## config.mk

```make
export PLATFORM = sky130hd
export DESIGN_NAME = canonical_kmer_extractor_top
export DESIGN_NICKNAME = d
export VERILOG_FILES = /design/src/hw/rtl/cke_pkg.sv /design/src/hw/rtl/canonical_kmer_extractor_top.sv /design/src/hw/rtl/cke_canon.sv /design/src/hw/rtl/cke_outq.sv
export SDC_FILE = /design/constraint.sdc
export NUM_CORES = 1
export LEC_CHECK = 0
export BUFFER_PORTS_ARGS = -buffer_cell sky130_fd_sc_hd__buf_2
export CELL_PAD_IN_SITES_DETAIL_PLACEMENT = 1
export CELL_PAD_IN_SITES_GLOBAL_PLACEMENT = 1
export CORE_AREA = 4 4 244 246
export DETAILED_ROUTE_END_ITERATION = 6
export DIE_AREA = 0 0 248 250
export HOLD_SLACK_MARGIN = 0.1
export PLACE_DENSITY_LB_ADDON = 0.1
export SKIP_CTS_REPAIR_TIMING = 1
export SYNTH_ARGS = -nofsm -noshare
export SYNTH_HDL_FRONTEND = slang
export SYNTH_HIERARCHICAL = 1
export SYNTH_SLANG_ARGS = --single-unit
export TNS_END_PERCENT = 100
```

## constraint.sdc

```tcl
create_clock -name clk -period 11.5 [get_ports clk]
set_clock_uncertainty 0.2 [all_clocks]
set_input_delay 1.15 -clock clk [delete_from_list [all_inputs] [get_ports clk]]
set_output_delay 1.15 -clock clk [all_outputs]
set_load 0.01 [all_outputs]
```

## src/hw/rtl/cke_pkg.sv

```systemverilog
// Shared constants and register codes for the canonical k-mer extractor.
// No dependencies; used by canonical_kmer_extractor_top and cke_canon.
`timescale 1ns / 1ps

package cke_pkg;

  // Configuration register indexes
  typedef enum logic [0:0] {
    REG_KMER_SIZE    = 1'b0,
    REG_MAX_READ_LEN = 1'b1
  } cfg_reg_t;

  localparam int unsigned CFG_DATA_W = 16;
  localparam int unsigned KSIZE_W    = 5;

  localparam logic [KSIZE_W-1:0]    KMER_SIZE_RESET    = 5'd31;
  localparam logic [CFG_DATA_W-1:0] MAX_READ_LEN_RESET = 16'd250;

  // Neighbor code meaning "no base", and the largest base code (T)
  localparam logic [2:0] BASE_NONE = 3'd4;
  localparam logic [2:0] BASE_MAX  = 3'd3;

endpackage

```

## src/hw/rtl/canonical_kmer_extractor_top.sv

```systemverilog
// Canonical k-mer extractor: one base item accepted per cycle, every k-mer of a
// read is given with its canonical neighbors. Each item's results are computed
// from the rolling words in the same cycle and written into a four-entry output
// queue, which hands out one result per cycle while out_ready is high. An item
// that ends a read can give two results, so the input waits only while the
// queue has fewer than two free entries; with out_ready held high the sustained
// rate is one item per cycle for ordinary bases. There is no clearing pass
// after reset. Depends on cke_pkg, cke_canon and cke_outq.
`timescale 1ns / 1ps

module canonical_kmer_extractor_top #(
  parameter int unsigned MAX_K         = 31,
  parameter int unsigned POSITION_BITS = 16
) (
  input  logic                             clk,
  input  logic                             rst,
  input  logic                             wr_en,
  input  logic [0:0]                       wr_index,
  input  logic [cke_pkg::CFG_DATA_W-1:0]   wr_data,
  input  logic                             in_valid,
  output logic                             in_ready,
  input  logic [1:0]                       base,
  input  logic                             read_end,
  output logic                             out_valid,
  input  logic                             out_ready,
  output logic [2*MAX_K-1:0]               kmer,
  output logic [2:0]                       left_nbr,
  output logic [2:0]                       right_nbr,
  output logic                             last_kmer
);

  localparam int unsigned WORD_W = 2 * MAX_K;
  localparam int unsigned CMP_W  = (POSITION_BITS > cke_pkg::CFG_DATA_W) ?
                                   POSITION_BITS : cke_pkg::CFG_DATA_W;
  localparam int unsigned RES_W  = WORD_W + 7;
  localparam logic [cke_pkg::KSIZE_W-1:0] K_MAX = cke_pkg::KSIZE_W'(MAX_K);

  // configuration
  logic [cke_pkg::KSIZE_W-1:0]    kmer_size;
  logic [cke_pkg::CFG_DATA_W-1:0] max_read_len;

  // read state
  logic [WORD_W-1:0]        forward_word;
  logic [WORD_W-1:0]        revcomp_word;
  logic [1:0]               dropped_base;
  logic [POSITION_BITS-1:0] base_position;
  logic                     past_limit;

  logic [WORD_W-1:0]        forward_word_next;
  logic [WORD_W-1:0]        revcomp_word_next;
  logic [1:0]               dropped_base_next;
  logic [POSITION_BITS-1:0] base_position_next;
  logic                     past_limit_next;

  logic [cke_pkg::KSIZE_W-1:0] k_eff;
  logic [5:0]                  shift_2k;
  logic [5:0]                  shift_top;
  logic [WORD_W-1:0]           kmask;
  logic [CMP_W-1:0]            pos_ext;
  logic [CMP_W-1:0]            pos_inc_ext;
  logic [CMP_W-1:0]            k_ext;
  logic [CMP_W-1:0]            mrl_ext;
  logic [POSITION_BITS-1:0]    pos_inc;
  logic                        use_base;
  logic                        emit_step;
  logic                        emit_end;
  logic [2:0]                  lb_step;
  logic [2:0]                  lb_end;
  logic [WORD_W-1:0]           fwd_shift;
  logic [WORD_W-1:0]           rev_shift;
  logic [1:0]                  drop_shift;
  logic [WORD_W-1:0]           fwd_end;
  logic [WORD_W-1:0]           rev_end;
  logic [1:0]                  drop_end;
  logic [CMP_W-1:0]            pos_end_ext;
  logic                        accept;

  logic [WORD_W-1:0] kmer_s, kmer_e;
  logic [2:0]        left_s, right_s, left_e, right_e;
  logic [RES_W-1:0]  res_step, res_end, q_data_a, q_data_b, q_out;
  logic              push_a, push_b;

  always_comb begin
    if (kmer_size == '0) begin
      k_eff = cke_pkg::KSIZE_W'(1);
    end else if (kmer_size > K_MAX) begin
      k_eff = K_MAX;
    end else begin
      k_eff = kmer_size;
    end
  end

  assign shift_2k  = {k_eff, 1'b0};
  assign shift_top = shift_2k - 6'd2;
  assign kmask     = ~({WORD_W{1'b1}} << shift_2k);

  assign pos_inc     = base_position + 1'b1;
  assign pos_ext     = CMP_W'(base_position);
  assign pos_inc_ext = CMP_W'(pos_inc);
  assign k_ext       = CMP_W'(k_eff);
  assign mrl_ext     = CMP_W'(max_read_len);

  assign use_base  = !past_limit && (pos_ext < mrl_ext) && (base_position != '1);
  assign emit_step = use_base && (pos_ext >= k_ext);
  assign lb_step   = (pos_ext > k_ext) ? {1'b0, dropped_base} : cke_pkg::BASE_NONE;

  // roll both words by one base
  assign fwd_shift  = ((forward_word << 2) | WORD_W'(base)) & kmask;
  assign rev_shift  = ((revcomp_word >> 2) |
                       (WORD_W'(2'd3 - base) << shift_top)) & kmask;
  assign drop_shift = 2'(forward_word >> shift_top);

  // window seen by the end-of-read result
  assign fwd_end     = use_base ? fwd_shift : forward_word;
  assign rev_end     = use_base ? rev_shift : revcomp_word;
  assign drop_end    = use_base ? drop_shift : dropped_base;
  assign pos_end_ext = use_base ? pos_inc_ext : pos_ext;
  assign emit_end    = read_end && (pos_end_ext >= k_ext);
  assign lb_end      = (pos_end_ext > k_ext) ? {1'b0, drop_end} : cke_pkg::BASE_NONE;

  always_comb begin
    forward_word_next  = forward_word;
    revcomp_word_next  = revcomp_word;
    dropped_base_next  = dropped_base;
    base_position_next = base_position;
    past_limit_next    = 1'b1;
    if (use_base) begin
      forward_word_next  = fwd_shift;
      revcomp_word_next  = rev_shift;
      dropped_base_next  = drop_shift;
      base_position_next = pos_inc;
      past_limit_next    = (pos_inc_ext >= mrl_ext) || (pos_inc == '1);
    end
    if (read_end) begin
      forward_word_next  = '0;
      revcomp_word_next  = '0;
      dropped_base_next  = '0;
      base_position_next = '0;
      past_limit_next    = 1'b0;
    end
  end

  cke_canon #(.WORD_W(WORD_W)) u_canon_step (
    .fwd       (forward_word),
    .rev       (revcomp_word),
    .lb        (lb_step),
    .rb        ({1'b0, base}),
    .kmer      (kmer_s),
    .left_nbr  (left_s),
    .right_nbr (right_s)
  );

  cke_canon #(.WORD_W(WORD_W)) u_canon_end (
    .fwd       (fwd_end),
    .rev       (rev_end),
    .lb        (lb_end),
    .rb        (cke_pkg::BASE_NONE),
    .kmer      (kmer_e),
    .left_nbr  (left_e),
    .right_nbr (right_e)
  );

  assign res_step = {kmer_s, left_s, right_s, 1'b0};
  assign res_end  = {kmer_e, left_e, right_e, 1'b1};

  assign accept   = in_valid && in_ready;
  // pack results into the queue in order, first free slot first
  assign push_a   = accept && (emit_step || emit_end);
  assign push_b   = accept && emit_step && emit_end;
  assign q_data_a = emit_step ? res_step : res_end;
  assign q_data_b = res_end;

  cke_outq #(.DATA_W(RES_W)) u_outq (
    .clk       (clk),
    .rst       (rst),
    .push_a    (push_a),
    .push_b    (push_b),
    .data_a    (q_data_a),
    .data_b    (q_data_b),
    .room      (in_ready),
    .out_valid (out_valid),
    .out_ready (out_ready),
    .out_data  (q_out)
  );

  assign kmer      = q_out[RES_W-1:7];
  assign left_nbr  = q_out[6:4];
  assign right_nbr = q_out[3:1];
  assign last_kmer = q_out[0];

  always_ff @(posedge clk) begin
    if (rst) begin
      kmer_size     <= cke_pkg::KMER_SIZE_RESET;
      max_read_len  <= cke_pkg::MAX_READ_LEN_RESET;
      forward_word  <= '0;
      revcomp_word  <= '0;
      dropped_base  <= '0;
      base_position <= '0;
      past_limit    <= 1'b0;
    end else begin
      if (wr_en) begin
        unique case (wr_index)
          cke_pkg::REG_KMER_SIZE:    kmer_size    <= wr_data[cke_pkg::KSIZE_W-1:0];
          cke_pkg::REG_MAX_READ_LEN: max_read_len <= wr_data;
          default: ;
        endcase
      end
      if (accept) begin
        forward_word  <= forward_word_next;
        revcomp_word  <= revcomp_word_next;
        dropped_base  <= dropped_base_next;
        base_position <= base_position_next;
        past_limit    <= past_limit_next;
      end
    end
  end

endmodule

```

## src/hw/rtl/cke_canon.sv

```systemverilog
// Picks the canonical orientation of one k-mer window and orients its neighbors.
// Depends on cke_pkg for the neighbor codes.
`timescale 1ns / 1ps

module cke_canon #(
  parameter int unsigned WORD_W = 62
) (
  input  logic [WORD_W-1:0] fwd,
  input  logic [WORD_W-1:0] rev,
  input  logic [2:0]        lb,
  input  logic [2:0]        rb,
  output logic [WORD_W-1:0] kmer,
  output logic [2:0]        left_nbr,
  output logic [2:0]        right_nbr
);

  logic use_fwd;

  assign use_fwd = (fwd <= rev);

  always_comb begin
    if (use_fwd) begin
      kmer      = fwd;
      left_nbr  = lb;
      right_nbr = rb;
    end else begin
      // reverse strand: swap and complement the neighbors
      kmer      = rev;
      left_nbr  = (rb == cke_pkg::BASE_NONE) ? cke_pkg::BASE_NONE : cke_pkg::BASE_MAX - rb;
      right_nbr = (lb == cke_pkg::BASE_NONE) ? cke_pkg::BASE_NONE : cke_pkg::BASE_MAX - lb;
    end
  end

endmodule

```

## src/hw/rtl/cke_outq.sv

```systemverilog
// Four-entry result queue that takes up to two results per cycle and gives one
// per cycle while out_ready is high. No package dependency.
`timescale 1ns / 1ps

module cke_outq #(
  parameter int unsigned DATA_W = 69
) (
  input  logic              clk,
  input  logic              rst,
  input  logic              push_a,
  input  logic              push_b,
  input  logic [DATA_W-1:0] data_a,
  input  logic [DATA_W-1:0] data_b,
  output logic              room,
  output logic              out_valid,
  input  logic              out_ready,
  output logic [DATA_W-1:0] out_data
);

  localparam int unsigned DEPTH = 4;
  localparam int unsigned PTR_W = 2;

  logic [DATA_W-1:0] entries [DEPTH];
  logic [PTR_W-1:0]  wr_ptr;
  logic [PTR_W-1:0]  rd_ptr;
  logic [PTR_W:0]    count;
  logic [PTR_W:0]    count_next;
  logic              pop;
  logic [PTR_W:0]    push_cnt;

  assign out_valid = (count != '0);
  assign out_data  = entries[rd_ptr];
  assign pop       = out_valid && out_ready;
  // accept an item only when both of its possible results fit
  assign room      = (count <= (PTR_W+1)'(DEPTH - 2));
  assign push_cnt  = (PTR_W+1)'(push_a) + (PTR_W+1)'(push_b);

  always_comb begin
    count_next = count + push_cnt - (PTR_W+1)'(pop);
  end

  always_ff @(posedge clk) begin
    if (rst) begin
      wr_ptr <= '0;
      rd_ptr <= '0;
      count  <= '0;
    end else begin
      wr_ptr <= wr_ptr + push_cnt[PTR_W-1:0];
      if (pop) begin
        rd_ptr <= rd_ptr + 1'b1;
      end
      count <= count_next;
    end
  end

  always_ff @(posedge clk) begin
    if (push_a) begin
      entries[wr_ptr] <= data_a;
    end
    if (push_b) begin
      entries[wr_ptr + 1'b1] <= data_b;
    end
  end

endmodule
```

==> run_results.csv <==
group,metric,value,unit
placement,place_congestion,0.960,
power_and_ir_drop,p_per_area,135,mW/mm²
detailed_routing,via_count,23100,
global_route,antenna_found_initial,1,
worst_setup_path,path_class,"reg2reg",
global_route,grt_start_max_net_pins,94,
detailed_routing,via_per_inst,6.60,
worst_setup_path,crit_fanout,47,
floorplanning,core_area,0.0574,mm²
sta,tns,0,ns
power_and_ir_drop,leakage,12.7,nW
placement,placed_area,0.0307,mm²
finish,area_delta_synth_final,9.26,%
sta,setup_viol,0,
sta,rsz0062_at_grt,"no",
detailed_routing,ant_nets,0,
clock_network,htreeDepth,2,
floorplanning,die-area,0.0620,mm²
logic_synthesis,yosys-top-cells-area,"edfxtp_1 (28%), mux2_2 (17%), dfxtp_1 (12%), ha_1 (7.5%), mux4_2 (5.5%)",
logic_synthesis,yosysTopAreaCell,"edfxtp_1",
logic_synthesis,ys_types,85,
power_and_ir_drop,ir_drop,135,µV
clock_network,clock_sinks,449,
floorplanning,die_h,250,µm
worst_setup_path,max_stage_delay,0.81,ns
hold_path,hold_path.class,"reg2reg",
detailed_routing,dr.pass1.iters,5,
logic_synthesis,synth_common_cells,"mux2_2 (438), edfxtp_1 (276), inv_1 (183), o21ai_0 (181), ha_1 (177)",
clock_network,cts_buffer_depth,3,
placement,place_inst,3407,
sta,min_period_over_period,82.2,%
placement,port_buffers,95,
logic_synthesis,yosys_warnings,6,
sta,max_freq,106,MHz
placement,place_hpwl,66.6,mm
sta,final.setup.worst_slack,2.05,ns
logic_synthesis,synth_top_area_share,27.9,%
detailed_routing,drtIter0Drc,1825,
logic_synthesis,synth_ff_type,"edfxtp_1",
detailed_routing,wl,99.2,mm
logic_synthesis,syn_inst,2671,
finish,instances_no_fill,3501,
worst_setup_path,cp.required,11.65,ns
power_and_ir_drop,power,4.36,mW
clock_network,clkSlewWorstSetupHoldPaths,0.06,ns
sta,tightestPinTransition,1.27,ns
job,maxCapViolCount,0,
worst_setup_path,cp.arrival,9.60,ns
global_route,grt_pass1_wl,152,mm
clock_network,cts_tree,"done",
worst_setup_path,start_kind,"flop",
worst_setup_path,slowest_stage,"buf_4",
outcome,status,"finished, final reports clean",
worst_setup_path,end_kind,"flop",
sta,slew-limit-headroom,15.6,%
hold_path,timing.hold.worst_path_depth,2,
worst_setup_path,crit_chain,"or4_4 > nand2_8 > inv_4 > ha_1 > ha_1 > nand2b_1 > nor2_1 > a21oi_1 > o31ai_1 > inv_1 > ha_1 > nand4_1 > nor4_2 > o31ai_1 > a41oi_2 > o21ai_1 > a22oi_4 > buf_4 > buf_4 > mux2_2 > mux2_2 > mux2_2",
sta,period_minus_slack,9.45,ns
logic_synthesis,synthArstFlopShare,0,%
finish,drive_gt1_share,28.5,%
floorplanning,ioPinCount,96,
detailed_routing,avgRoutedWirePerCell,28.3,µm
floorplanning,initial_core_util,51.7,%
logic_synthesis,synth-seq-cells,449,
logic_synthesis,syn_area,0.0297,mm²
global_route,grt-ovfl-total,0,
clock_network,clockRootBuffer,"clkbuf_16",
global_route,grt_usage,31.6,%
logic_synthesis,syn_area_per_cell,11.1,µm²
sta,slew_viol_final,0,
detailed_routing,drcViolationCount,0,
logic_synthesis,ys_seq_area_share,39.6,%
clock_network,clk_latency,0.62,ns
sta,fin_hold_ws,0.258,ns
finish,stdcell_area,0.0324,mm²
placement,post-place-ws,2.22,ns
finish,nets,2897,
floorplanning,fp.dieW,248,µm
clock_network,cts_inserted_buffers,50,
logic_synthesis,yosysMostFrequentCell,"mux2_2",
floorplanning,num_rows,88,
worst_setup_path,rr_worst_depth,22,
finish,diodes,0,
logic_synthesis,synth_edf_count,276,
finish,post-route-util,56.5,%
sta,hold_viol_final,0,
global_route,grt_pass1_vias,24100,
==> state kept, by name, summed over array words and instances, names as in the netlist, named ones only <==
signal and count:
past_limit 1, u_outq/rd_ptr 2, max_read_len 16, dropped_base 2
kmer_size 5, u_outq/count 3, revcomp_word 62, base_position 16
u_outq/wr_ptr 2, u_outq/entries 276, forward_word 62
==> layer usage <==
layer	wire, µm	vias up	global-route usage, %
li1	-	10200	-
met1	43000	11900	43.9
met2	45900	870	50.4
met3	7320	185	6.23
met4	3050	0	9.24
met5	0	-	0
==> layout make-up <==
class / count / area (µm²)
clock buffers: 75 / 1480
clock inverters: 19 / 193
repair buffers: 138 / 798
fillers: 5985 / 25000
well taps: 765 / 957
multi-input cells: 1868 / 16500
inverters: 187 / 704
flip-flops and latches: 449 / 11800
==> final timing paths <==
path | slack (ns) | from | to
hold reg to reg | 0.26 | max_read_len[14]$_SDFFE_PP0P_ | max_read_len[14]$_SDFFE_PP0P_
setup / recovery | 2.05 | kmer_size[3]$_SDFFE_PP1P_ | u_outq/entries[0][47]$_DFFE_PP_
hold / removal | 0.26 | max_read_len[14]$_SDFFE_PP0P_ | max_read_len[14]$_SDFFE_PP0P_
setup reg to reg | 2.05 | kmer_size[3]$_SDFFE_PP1P_ | u_outq/entries[0][47]$_DFFE_PP_
==> where the power goes <==
group          switching [mW]  internal [mW]
Combinational           0.510          0.399
Clock                   0.709          0.963
Sequential             0.0626           1.72
Total                    1.28           3.08
==> kinds of logic after synthesis <==
| kind of cell | share of synthesized area [%] |
|---|---|
| adders and majority gates | 7.53 |
| muxes | 25.3 |
| AOI/OAI and AO/OA | 13.9 |
| DFF | 39.6 |
| xor gates and xnor gates | 0.806 |
| other | 0.0253 |
| and+or+nand+nor | 7.65 |
| buffers and inverters | 5.19 |
==> layout by cell type, fill, tap and decap left out, drive strengths merged, types with 7 or more instances in the layout <==
cell type	count
a211oi	7
a21o	11
a21oi	165
a22o	107
a32o	11
and3	12
and4	9
buf	138
clkbuf	75
clkinv	13
conb	12
dfxtp	173
edfxtp	276
ha	177
inv	189
mux2	480
mux2i	13
mux4	82
nand2	163
nand2b	28
nand3	42
nand3b	9
nand4	38
nor2	71
nor2b	16
nor3	24
nor4	15
o211ai	8
o21ai	183
o2bb2ai	20
o31ai	56
or3	8
xnor2	18
==> critical path: cells and delay by family (launching register included) <==
kind | cells | cell delay, ns
AND/OR/NAND/NOR | 6 | 2.50
multiplexers | 3 | 1.13
adder cells (fa/ha/maj) | 3 | 1.28
AO/OA/AOI/OAI | 6 | 1.90
flip-flops | 1 | 0.58
buffers and inverters | 4 | 1.53
Note: power is estimated with default switching activity, not from simulation.
